==> config.mk <==
export PLATFORM = sky130hd
export DESIGN_NAME = uart_receiver_with_fifo
export DESIGN_NICKNAME = d
export VERILOG_FILES = /design/src/hdl/urf_pkg.sv /design/src/hdl/urf_rx.sv /design/src/hdl/urf_fifo.sv /design/src/hdl/uart_receiver_with_fifo.sv
export SDC_FILE = /design/constraint.sdc
export NUM_CORES = 1
export LEC_CHECK = 0
export BUFFER_PORTS_ARGS = -buffer_cell sky130_fd_sc_hd__buf_2
export CAP_MARGIN = 15
export CORE_MARGIN = 4
export CORE_UTILIZATION = 35
export DETAILED_ROUTE_END_ITERATION = 7
export PLACE_DENSITY = 0.47
export SETUP_SLACK_MARGIN = 0.15
export SLEW_MARGIN = 30
export SYNTH_ARGS = -nofsm -noshare
export SYNTH_HDL_FRONTEND = slang
export SYNTH_SLANG_ARGS = --single-unit
==> constraint.sdc <==
create_clock -name clk -period 5.75 [get_ports clk]
set_input_delay 0.2875 -clock clk [delete_from_list [all_inputs] [get_ports clk]]
set_output_delay 0.2875 -clock clk [all_outputs]
set_load 0.02 [all_outputs]
==> src/hdl/urf_pkg.sv <==
// ----------------------------------------------------------------------------
// urf_pkg: shared types and constants of the UART receiver with FIFO
// Register indexes, field widths, reset values and the structs passed
// between the receiver, the FIFO and the top level.
// ----------------------------------------------------------------------------
package urf_pkg;

  localparam int FIFO_DEPTH_DEF = 64;

  localparam int BIT_PERIOD_W = 17;
  localparam int DELAY_W      = 18;
  localparam int CFG_DATA_W   = 18;
  localparam int CFG_IDX_W    = 2;
  localparam int FILL_W       = 6;
  localparam int SLOT_W       = 4;

  localparam logic [BIT_PERIOD_W-1:0] BIT_PERIOD_RST = 17'd694;
  localparam logic [DELAY_W-1:0]      DELAY_RST      = 18'd425;

  // Number of data bits per frame and the largest fill count reported.
  localparam logic [SLOT_W-1:0] DATA_BITS = 4'd8;
  localparam logic [FILL_W-1:0] FILL_MAX  = 6'd63;

  typedef enum logic [CFG_IDX_W-1:0] {
    REG_BIT_PERIOD  = 2'd0,
    REG_FIRST_DELAY = 2'd1,
    REG_PARITY      = 2'd2,
    REG_INVERT      = 2'd3
  } cfg_reg_t;

  typedef struct packed {
    logic [BIT_PERIOD_W-1:0] bit_period;
    logic [DELAY_W-1:0]      first_delay;
    logic                    parity_en;
    logic                    invert;
  } cfg_t;

  // Frame completion from the receiver toward the FIFO.
  typedef struct packed {
    logic       done;
    logic [7:0] data;
  } rx_evt_t;

  // FIFO status at the start of a tick.
  typedef struct packed {
    logic              head_valid;
    logic [7:0]        head_byte;
    logic [FILL_W-1:0] fill;
    logic              overflow;
  } fifo_stat_t;

endpackage

==> src/hdl/urf_rx.sv <==
// ----------------------------------------------------------------------------
// urf_rx: serial frame receiver
// Detects the start edge, times the bit samples and assembles one byte.
// ----------------------------------------------------------------------------
module urf_rx (
  input  logic            clk,
  input  logic            rst_n,
  input  logic            tick,
  input  logic            line,
  input  urf_pkg::cfg_t   cfg,
  output urf_pkg::rx_evt_t evt
);

  logic                         busy_r, busy_nxt;
  logic [urf_pkg::DELAY_W-1:0]  tc_r, tc_nxt;
  logic [urf_pkg::SLOT_W-1:0]   slot_r, slot_nxt;
  logic [7:0]                   shift_r, shift_nxt;
  logic                         last_r;

  logic [urf_pkg::DELAY_W-1:0]  tc_dec;
  logic [urf_pkg::DELAY_W-1:0]  bit_ticks;
  logic [urf_pkg::DELAY_W-1:0]  first_ticks;
  logic [urf_pkg::SLOT_W-1:0]   stop_slot;
  logic                         start_edge;
  logic                         done;

  // A zero timing register behaves as one tick.
  assign bit_ticks   = (cfg.bit_period == '0) ? urf_pkg::DELAY_W'(1)
                                              : urf_pkg::DELAY_W'(cfg.bit_period);
  assign first_ticks = (cfg.first_delay == '0) ? urf_pkg::DELAY_W'(1) : cfg.first_delay;
  assign stop_slot   = cfg.parity_en ? urf_pkg::DATA_BITS + 4'd1 : urf_pkg::DATA_BITS;
  assign tc_dec      = tc_r - urf_pkg::DELAY_W'(1);
  assign start_edge  = cfg.invert ? (!last_r && line) : (last_r && !line);

  always_comb begin
    busy_nxt  = busy_r;
    tc_nxt    = tc_r;
    slot_nxt  = slot_r;
    shift_nxt = shift_r;
    done      = 1'b0;
    if (!busy_r) begin
      if (start_edge) begin
        busy_nxt  = 1'b1;
        slot_nxt  = '0;
        shift_nxt = '0;
        tc_nxt    = first_ticks;
      end
    end else begin
      tc_nxt = tc_dec;
      if (tc_dec == '0) begin
        if (slot_r < urf_pkg::DATA_BITS) begin
          shift_nxt = {line, shift_r[7:1]};
          slot_nxt  = slot_r + 4'd1;
          tc_nxt    = bit_ticks;
        end else if (slot_r < stop_slot) begin
          slot_nxt = slot_r + 4'd1;
          tc_nxt   = bit_ticks;
        end else begin
          busy_nxt = 1'b0;
          slot_nxt = '0;
          done     = 1'b1;
        end
      end
    end
  end

  assign evt.done = done;
  assign evt.data = cfg.invert ? ~shift_r : shift_r;

  always_ff @(posedge clk) begin
    if (!rst_n) begin
      busy_r  <= 1'b0;
      tc_r    <= '0;
      slot_r  <= '0;
      shift_r <= '0;
      last_r  <= 1'b1;
    end else if (tick) begin
      busy_r  <= busy_nxt;
      tc_r    <= tc_nxt;
      slot_r  <= slot_nxt;
      shift_r <= shift_nxt;
      last_r  <= line;
    end
  end

endmodule

==> src/hdl/urf_fifo.sv <==
// ----------------------------------------------------------------------------
// urf_fifo: receive ring buffer
// Ring of DEPTH entries holding DEPTH-1 bytes, with a prefetched head byte,
// sticky overflow flag and flush.
// ----------------------------------------------------------------------------
module urf_fifo #(
  parameter int DEPTH = urf_pkg::FIFO_DEPTH_DEF
) (
  input  logic                clk,
  input  logic                rst_n,
  input  logic                tick,
  input  logic                pop,
  input  logic                flush,
  input  logic                clr_ovf,
  input  urf_pkg::rx_evt_t    evt,
  output urf_pkg::fifo_stat_t stat
);

  localparam int PTR_W = $clog2(DEPTH);
  localparam logic [PTR_W-1:0] LAST_IDX = PTR_W'(DEPTH - 1);
  localparam logic [PTR_W:0]   DEPTH_EXT = (PTR_W + 1)'(DEPTH);

  logic [7:0]       mem [DEPTH];
  logic [PTR_W-1:0] wr_r, wr_nxt;
  logic [PTR_W-1:0] rd_r, rd_nxt;
  logic             ovf_r, ovf_nxt;
  logic [7:0]       rd_data_r;
  logic [7:0]       byp_r;
  logic             byp_sel_r;

  logic [PTR_W-1:0] rd_pop;
  logic [PTR_W-1:0] wr_inc;
  logic             full;
  logic             do_write;
  logic             not_empty;
  logic [PTR_W:0]   diff;
  logic [PTR_W:0]   fill_raw;
  logic [PTR_W+6:0] fill_ext;
  logic [7:0]       head;

  function automatic logic [PTR_W-1:0] ptr_inc(input logic [PTR_W-1:0] p);
    return (p == LAST_IDX) ? '0 : p + PTR_W'(1);
  endfunction

  assign not_empty = (wr_r != rd_r);
  assign diff      = {1'b0, wr_r} - {1'b0, rd_r};
  assign fill_raw  = diff[PTR_W] ? diff + DEPTH_EXT : diff;
  assign fill_ext  = (PTR_W + 7)'(fill_raw);

  assign rd_pop   = (pop && not_empty) ? ptr_inc(rd_r) : rd_r;
  assign wr_inc   = ptr_inc(wr_r);
  assign full     = (wr_inc == rd_pop);
  assign do_write = tick && evt.done && !full;

  always_comb begin
    wr_nxt  = wr_r;
    rd_nxt  = rd_r;
    ovf_nxt = ovf_r;
    if (tick) begin
      rd_nxt = rd_pop;
      if (clr_ovf) begin
        ovf_nxt = 1'b0;
      end
      if (evt.done && full) begin
        ovf_nxt = 1'b1;
      end
      if (do_write) begin
        wr_nxt = wr_inc;
      end
      if (flush) begin
        wr_nxt = '0;
        rd_nxt = '0;
      end
    end
  end

  // The head is read ahead at the next read pointer; a byte written in the
  // same cycle to that entry is forwarded.
  always_ff @(posedge clk) begin
    if (do_write) begin
      mem[wr_r] <= evt.data;
    end
    rd_data_r <= mem[rd_nxt];
    byp_r     <= evt.data;
    byp_sel_r <= do_write && (wr_r == rd_nxt);
  end

  always_ff @(posedge clk) begin
    if (!rst_n) begin
      wr_r  <= '0;
      rd_r  <= '0;
      ovf_r <= 1'b0;
    end else begin
      wr_r  <= wr_nxt;
      rd_r  <= rd_nxt;
      ovf_r <= ovf_nxt;
    end
  end

  assign head = byp_sel_r ? byp_r : rd_data_r;

  assign stat.head_valid = not_empty;
  assign stat.head_byte  = not_empty ? head : 8'd0;
  assign stat.fill       = (fill_ext > (PTR_W + 7)'(urf_pkg::FILL_MAX)) ? urf_pkg::FILL_MAX
                                                                       : fill_ext[5:0];
  assign stat.overflow   = ovf_r;

endmodule

==> src/hdl/uart_receiver_with_fifo.sv <==
// ----------------------------------------------------------------------------
// uart_receiver_with_fifo: 8-bit UART receiver with receive FIFO
// Top level: configuration registers, receiver, FIFO and the result register.
// ----------------------------------------------------------------------------
// Every input beat is one oversampling tick of the receive line and carries
// the line level plus the pop, flush and clear-overflow strobes. Each beat
// produces exactly one result beat, and a new beat is taken in each unstalled
// cycle: the FIFO status and receiver update are a single pass of logic
// between the state registers and the result register, and the head byte
// comes from a FIFO memory that is read ahead at the next read pointer. The
// input is stalled only while the result register is full and its own beat
// is stalled. The head byte, fill count, head valid and overflow flag describe
// the FIFO as it stood before the tick; frame_done marks the tick at which a
// frame's stop-bit wait ended and its byte was stored (or dropped, setting
// the sticky overflow flag). The FIFO holds FIFO_DEPTH-1 bytes. The memory
// needs no clearing after reset, so the block is ready at once. The user must
// write configuration via the plain cfg port only while idle (unchecked).
module uart_receiver_with_fifo #(
  parameter int FIFO_DEPTH = urf_pkg::FIFO_DEPTH_DEF
) (
  input  logic                            clk,
  input  logic                            rst_n,
  // Input channel: one tick per beat.
  input  logic                            in_valid,
  output logic                            in_stall,
  input  logic                            in_rx_line,
  input  logic                            in_pop_req,
  input  logic                            in_flush_all,
  input  logic                            in_clear_overflow,
  // Result channel.
  output logic                            out_valid,
  input  logic                            out_stall,
  output logic                            out_head_valid,
  output logic [7:0]                      out_head_byte,
  output logic [urf_pkg::FILL_W-1:0]      out_fill_count,
  output logic                            out_overflow_seen,
  output logic                            out_frame_done,
  // Configuration write port.
  input  logic                            cfg_wr_en,
  input  logic [urf_pkg::CFG_IDX_W-1:0]   cfg_addr,
  input  logic [urf_pkg::CFG_DATA_W-1:0]  cfg_wdata
);

  urf_pkg::cfg_t       cfg_r;
  urf_pkg::rx_evt_t    evt;
  urf_pkg::fifo_stat_t stat;

  logic tick;
  logic out_valid_r;

  // The result register can take a new beat when it is empty or draining.
  assign in_stall = out_valid_r && out_stall;
  assign tick     = in_valid && !in_stall;

  // Configuration registers.
  always_ff @(posedge clk) begin
    if (!rst_n) begin
      cfg_r.bit_period  <= urf_pkg::BIT_PERIOD_RST;
      cfg_r.first_delay <= urf_pkg::DELAY_RST;
      cfg_r.parity_en   <= 1'b0;
      cfg_r.invert      <= 1'b0;
    end else if (cfg_wr_en) begin
      case (urf_pkg::cfg_reg_t'(cfg_addr))
        urf_pkg::REG_BIT_PERIOD:  cfg_r.bit_period  <= cfg_wdata[urf_pkg::BIT_PERIOD_W-1:0];
        urf_pkg::REG_FIRST_DELAY: cfg_r.first_delay <= cfg_wdata[urf_pkg::DELAY_W-1:0];
        urf_pkg::REG_PARITY:      cfg_r.parity_en   <= cfg_wdata[0];
        urf_pkg::REG_INVERT:      cfg_r.invert      <= cfg_wdata[0];
        default: begin
        end
      endcase
    end
  end

  urf_rx u_rx (
    .clk   (clk),
    .rst_n (rst_n),
    .tick  (tick),
    .line  (in_rx_line),
    .cfg   (cfg_r),
    .evt   (evt)
  );

  urf_fifo #(
    .DEPTH (FIFO_DEPTH)
  ) u_fifo (
    .clk     (clk),
    .rst_n   (rst_n),
    .tick    (tick),
    .pop     (in_pop_req),
    .flush   (in_flush_all),
    .clr_ovf (in_clear_overflow),
    .evt     (evt),
    .stat    (stat)
  );

  // Result register: status from before the tick plus this tick's frame end.
  always_ff @(posedge clk) begin
    if (!rst_n) begin
      out_valid_r <= 1'b0;
    end else if (tick) begin
      out_valid_r <= 1'b1;
    end else if (!out_stall) begin
      out_valid_r <= 1'b0;
    end
  end

  always_ff @(posedge clk) begin
    if (tick) begin
      out_head_valid    <= stat.head_valid;
      out_head_byte     <= stat.head_byte;
      out_fill_count    <= stat.fill;
      out_overflow_seen <= stat.overflow;
      out_frame_done    <= evt.done;
    end
  end

  assign out_valid = out_valid_r;

`ifndef SYNTH
  // The input is held off only while a finished result is waiting.
  a_stall_only_when_full: assert property (@(posedge clk) disable iff (!rst_n)
    in_stall |-> out_valid_r)
    else $error("input stalled with an empty result register");

  // The overflow flag can only be set by a frame that ended on an accepted tick.
  a_ovf_from_frame: assert property (@(posedge clk) disable iff (!rst_n)
    $rose(stat.overflow) |-> $past(tick && evt.done))
    else $error("overflow flag set without a completed frame");

  // A reported head byte exists exactly when the reported fill is nonzero.
  a_head_matches_fill: assert property (@(posedge clk) disable iff (!rst_n)
    out_valid_r |-> (out_head_valid == (out_fill_count != '0)))
    else $error("head valid disagrees with fill count");

  // An empty FIFO reports a zero head byte.
  a_empty_head_zero: assert property (@(posedge clk) disable iff (!rst_n)
    (out_valid_r && !out_head_valid) |-> (out_head_byte == 8'd0))
    else $error("nonzero head byte reported on empty FIFO");
`endif

endmodule

==> results.cfg, run 1 <==
[route]
wl_mm = 76.8
vias = 17335
wl_per_cell_um = 23.9
drt_pre_antenna_iters = 6
highest_layer = met4
viasPerCell = 5.41
ant_nets = 0
detail_route.iter0.violations = 1445
wirelength_met1_mm = 34.2
drc = 0
wl_met2_mm = 37.0
wl_met3_mm = 4.28

[critical_path]
crit_arrival_ns = 5.25
slowest_stage = or4_1
critPathRequiredTime_ns = 5.99
crit_path_max_fanout = 12
critPathCaptureType = flip-flop
critPathKind = reg2reg
reg2reg_depth = 10
startpoint_type = flip-flop
cpPeakStageDelay_ns = 0.91
worst-path-stages = 10
cp_cell_sequence = inv_1 -> ha_1 -> or4b_1 -> xnor2_1 -> or3_1 -> a2111oi_4 -> nand4_1 -> a311o_1 -> or4_1 -> nor2_1
worst_r2r_endpoint = u_fifo.mem[50][0]
r2r_start = u_rx.tc_r[0]
crit_family = simple AND/OR/NAND/NOR gates
cp.buffers_inverters = 1
r2r_slack_ns = 0.74

[global_routing]
grt_max_degree = 66
grt_overflow = 0
antenna_found_initial = 0
grt_pass1_vias = 17296
grtUsageTotal_pct = 18.7
grt_first_pass_wirelength_mm = 113

[floorplan]
die_w_um = 283
rows = 100
design.die.area_um2 = 80200
die_h_um = 283
initial_core_util_pct = 35.5
core_area_um2 = 74700
io_pins = 48

[timing]
setup_viol = 0
maxSlewHeadroom_pct = 31.3
fin_crit_sh_pct = 87.1
clock.fmax_mhz = 200
finalMaxSlewViolations = 0
period_needed_ns = 5.01
tns_ns = 0
hold_viol = 0
rsz0062_at_grt = no
skew_ns = 0.0193
worst_pin_slew_ns = 1.03
worst_slack_ns = 0.741

[cts]
cts_max_level = 3
clockBufferDepth = 3
post_cts_buffers = 0
worstSkewPairLatency_ns = 0.61
cts.root.buffer_cell = clkbuf_16
numCtsBuffers = 70
cts_sinks = 629
cts_tree = built
cts_resized = 0
clk_pin_slew_ns = 0.06

[power_and_ir_drop]
power.switching_uw = 2100
max-vdd-ir-drop_v = 0.000235
p_leak_uw = 0.00999
seq_power_share_pct = 51.1
pwr-share-comb_pct = 3.4
p_clk_share_pct = 45.4
switching_share_pct = 21.6
cellPowerDensity_nw_per_um2 = 319
intPower_uw = 7630

[logic_synthesis]
synth_seq_cells = 629
ys_warn_count = 0
synthFlopType = edfxtp_1
syn_nets = 2174
async_reset_ff_share_pct = 0
yosysSeqAreaShare_pct = 67.5
synth_common_cells = edfxtp_1 (529), nand2_1 (428), nand3_1 (148), nor2_1 (137), mux2i_1 (120)
synthCells = 2134
synth.most_common_cell = edfxtp_1
synthTopCellsByArea = edfxtp_1 (60%), dfxtp_1 (7.6%), nand2_1 (6.1%)
ys_types = 71
synth_edf_count = 529
synth_top_area_cell = edfxtp_1
postSynthAreaPerCell_um2 = 12.4
synth_area_um2 = 26500
synth_top_area_share_pct = 60.0

[placement]
placedCellCount = 3058
place_ws_ns = 0.739
portBuffers = 47
gp_congestion = 0.856
dp_hpwl_mm = 48.2

[cells_and_area]
stdcell_count = 3207
layout-drive-gt1-share_pct = 11.4
finalNetCount = 2223
area_growth_pct = 15.2
diodes = 0

[job]
maxCapViolations = 0

[worst_hold_path]
hold_class = in2reg
hold_start = out_stall
min_to = out_valid
holdPathStages = 3

[outcome]
status = finished, final reports clean
==> metrics by stage <==
stage	hold WS [ns]	util [%]	instance area, um^2	power (uW)
after floorplan	0.408	-	26500	5270
after global placement	0.420	37.4	27900	5400
after detailed placement	0.423	37.5	28000	5400
after CTS	0.00710	40.8	30500	9850
after global routing	0.0677	40.9	30500	10100
final	0.0462	40.9	30500	9730
==> cell type report <==
type | count | area [um^2]
sequential | 629 | 17900
multi-input combinational | 1347 | 8170
clock inverter | 44 | 395
tap | 969 | 1210
fill | 6932 | 44200
inverter | 20 | 77.6
clock buffer | 83 | 1880
timing repair buffer | 115 | 892
==> layout by cell type (no fill, tap or decap), types with 15 or more instances in the layout <==
cell type        n
xor2_1          16
mux2i_1        120
and3_1          34
dfxtp_1         99
inv_1           19
buf_4           39
a31oi_1         20
clkinv_2        15
o21ai_0         49
clkinv_1        17
dlygate4sd3_1   21
nor2_1         137
a311oi_1        20
clkbuf_16       72
or3_1           15
a21oi_1         72
nand2_1        427
buf_2           47
edfxtp_1       529
nor4_1          23
nand3_1        148
nor3_1          24
nand4_1         16
==> cell families after synthesis <==
logic type / count (synthesis) / share of synthesized area [%]
compound gates: 278 / 7.21
xor+xnor: 38 / 1.26
fa+ha+maj: 11 / 0.548
buf+inv: 158 / 2.51
flops: 629 / 67.5
mux: 144 / 6.15
simple gates: 876 / 14.8
==> worst min-delay path: stages <==
cell	delay [ns]
buf_2	0.09
and2_1	0.14
o21a_1	0.10
==> how the worst max path moves through the flow <==
stage | slack [ns] | end | from
2_1_floorplan | 1.76 | u_fifo.mem[26][0] | u_rx.tc_r[0]
3_3_place_gp | 0.89 | u_fifo.mem[0][0] | u_rx.tc_r[0]
3_5_place_dp | 0.74 | u_fifo.mem[50][0] | u_rx.tc_r[0]
4_1_cts | 0.72 | u_fifo.mem[50][0] | u_rx.tc_r[0]
5_1_grt | 0.49 | u_fifo.mem[50][0] | u_rx.tc_r[0]
6_report | 0.74 | u_fifo.mem[50][0] | u_rx.tc_r[0]
==> layer usage <==
metal	track usage [%]	up-vias
li1	-	7993
met2	31.3	502
met1	25.5	8767
met3	3.18	73
met5	0	-
met4	4.41	0
==> what timing repair did <==
action	in CTS	in global routing
hold buffers	21	0
hold endpoints to repair	40	0
setup endpoints to repair	0	0
==> sequential cells by signal (all words and copies together) (netlist names), 4 cells and up <==
| register | flops |
|---|---|
| u_fifo.mem | 512 |
| u_rx.tc_r | 18 |
| u_fifo.rd_r | 6 |
| out_head_byte | 8 |
| u_fifo.wr_r | 6 |
| out_fill_count | 6 |
| u_rx.shift_r | 8 |
| cfg_r | 37 |
| u_fifo.byp_r | 8 |
| u_fifo.rd_data_r | 8 |
| u_rx.slot_r | 4 |
==> power groups by stage <==
| stage | Combinational [uW] | Clock [uW] | Sequential (uW) |
|---|---|---|---|
| 6_report | 334 | 4420 | 4980 |
| 3_5_place_dp | 324 | 0 | 5070 |
| 3_3_place_gp | 320 | 0 | 5070 |
| 5_1_grt | 366 | 4740 | 4980 |
| 2_1_floorplan | 207 | 0 | 5070 |
| 4_1_cts | 336 | 4540 | 4980 |
Power figures use the tool's default switching activity.
==> run 2, diff against run 1 <==
--- a/config.mk
+++ b/config.mk
@@ -8,9 +8,10 @@
 export BUFFER_PORTS_ARGS = -buffer_cell sky130_fd_sc_hd__buf_2
 export CAP_MARGIN = 15
 export CORE_MARGIN = 4
-export CORE_UTILIZATION = 35
+export CORE_UTILIZATION = 63
 export DETAILED_ROUTE_END_ITERATION = 7
-export PLACE_DENSITY = 0.47
+export HOLD_SLACK_MARGIN = 0.02
+export PLACE_DENSITY = 0.78
 export SETUP_SLACK_MARGIN = 0.15
 export SLEW_MARGIN = 30
 export SYNTH_ARGS = -nofsm -noshare
==> run 2 against run 1 <==
Clock skew fell by 0.0053 ns. Worst hold slack better by 0.029 ns. First-iteration DRC count grew 69%. Critical path depth unchanged. Final area shrank 3.3%. Register-to-register slack improved by 0.11 ns. Largest cell class unchanged.
==> results.cfg, run 2 (synthesized netlist as in run 1, its figures left out) <==
[outcome]
status = finished, final reports clean

[power_and_ir_drop]
p_clk_share_pct = 42.7
max-vdd-ir-drop_v = 0.000313
cellPowerDensity_nw_per_um2 = 313
power_uw = 9240
pwr-share-comb_pct = 3.5
seq_power_share_pct = 53.8
switching_share_pct = 20.8
intPower_uw = 7320
p_leak_uw = 0.00974
power.switching_uw = 1920

[timing]
skew_ns = 0.0141
worst_pin_slew_ns = 0.964
period_needed_ns = 4.90
hold_viol = 0
worst_slack_ns = 0.847
fin_crit_sh_pct = 85.3
setup_viol = 0
tns_ns = 0
clock.fmax_mhz = 204
rsz0062_at_grt = no
maxSlewHeadroom_pct = 35.7
finalMaxSlewViolations = 0
hold_ws_ns = 0.0749

[cells_and_area]
largest-register = u_fifo.mem
largest_register_ffs = 512
diodes = 0
finalNetCount = 2198
area_growth_pct = 11.4
top_regs = u_fifo.mem: 512 flops, cfg_r: 37 flops, u_rx.tc_r: 18 flops
stdcell_count = 2739
layout-drive-gt1-share_pct = 10.2
layout_common_cells = edfxtp_1 (529), nand2_1 (427), nand3_1 (148), nor2_1 (135), mux2i_1 (120)
final_common_cell = edfxtp_1
multi_input_area_um2 = 8160
nFillCells = 2714
final-seq-area_um2 = 17900

[placement]
gp_congestion = 0.914
portBuffers = 47
place_ws_ns = 0.961
dp_hpwl_mm = 40.1
placedCellCount = 2607

[global_routing]
grt_overflow = 0
grt_max_degree = 124
grt_pass1_vias = 17527
grtUsageTotal_pct = 29.6
grt_first_pass_wirelength_mm = 102
antenna_found_initial = 0

[critical_path]
crit_path_max_fanout = 12
r2r_slack_ns = 0.85
critPathCaptureType = flip-flop
reg2reg_depth = 10
crit_arrival_ns = 5.15
critPathKind = reg2reg
cp_cell_sequence = inv_1 -> ha_1 -> or4b_1 -> xnor2_1 -> or3_1 -> a2111oi_4 -> nand4_1 -> a311o_1 -> or4_1 -> nor2_1
startpoint_type = flip-flop
critPathRequiredTime_ns = 6.00
cpPeakStageDelay_ns = 0.86
slowest_stage = or4_1

[floorplan]
rows = 74
design.die.area_um2 = 45400
initial_core_util_pct = 64.3
io_pins = 48
core_area_um2 = 41200
die_h_um = 213
die_w_um = 213

[cts]
cts_sinks = 629
numCtsBuffers = 59
clk_pin_slew_ns = 0.06
cts.root.buffer_cell = clkbuf_16
clockBufferDepth = 3
worstSkewPairLatency_ns = 0.62
post_cts_buffers = 0
cts_tree = built
cts_max_level = 2

[worst_hold_path]
holdPathStages = 4
hold_class = in2reg

[route]
detail_route.iter0.violations = 2438
drc = 0
drt_pre_antenna_iters = 6
ant_nets = 0
vias = 17914
wl_mm = 66.6
wl_per_cell_um = 24.3
viasPerCell = 6.54

[job]
maxCapViolations = 0
[run 2: critical path: cells and delay by family (launching register included)]
kind / cells / cell delay (ns)
xor+xnor: 1 / 0.18
fa+ha+maj: 1 / 0.29
simple gates: 5 / 2.75
compound gates: 2 / 0.86
buf+inv: 1 / 0.09
flops: 1 / 0.35
[run 2: layout make-up]
cell class	instances	area share, %
Sequential cell	629	60.6
Timing Repair Buffer	101	2.57
Clock inverter	35	1.29
Multi-Input combinational cell	1347	27.6
Clock buffer	75	5.38
Inverter	20	0.259
Tap cell	532	2.26
[run 2: metrics by stage]
step / util, % / instance area [um^2]
after floorplan: - / 26500
after global placement: 66.3 / 27300
after detailed placement: 66.3 / 27300
after CTS: 71.6 / 29500
after global routing: 71.6 / 29500
final: 71.6 / 29500
[run 2: worst paths after layout]
check	startpoint	to
max	u_rx.tc_r[0]	u_fifo.mem[38][2]
min	cfg_addr[1]	cfg_r[0]
max reg2reg	u_rx.tc_r[0]	u_fifo.mem[38][2]
min reg2reg	u_fifo.ovf_r	out_overflow_seen
[run 2: layer usage]
layer	vias to the layer above	global-route usage (%)	routed length (um)
met5	-	0	0
met4	0	11.6	2720
met3	216	6.11	6910
met2	1108	45.2	30200
met1	8647	42.6	26800
li1	7943	-	-
[run 2: power groups by stage]
| stage | registers [uW] | logic (uW) | clock network, uW |
|---|---|---|---|
| floorplan | 5070 | 207 | 0 |
| global placement | 5070 | 302 | 0 |
| detailed placement | 5070 | 306 | 0 |
| CTS | 4970 | 320 | 3980 |
| global route | 4980 | 354 | 4160 |
| finish | 4970 | 324 | 3940 |
[run 2: repair_timing]
item / in CTS / in global routing
hold buffers: 22 / 0
resized for setup: 0 / 0
hold endpoints to repair: 40 / 0
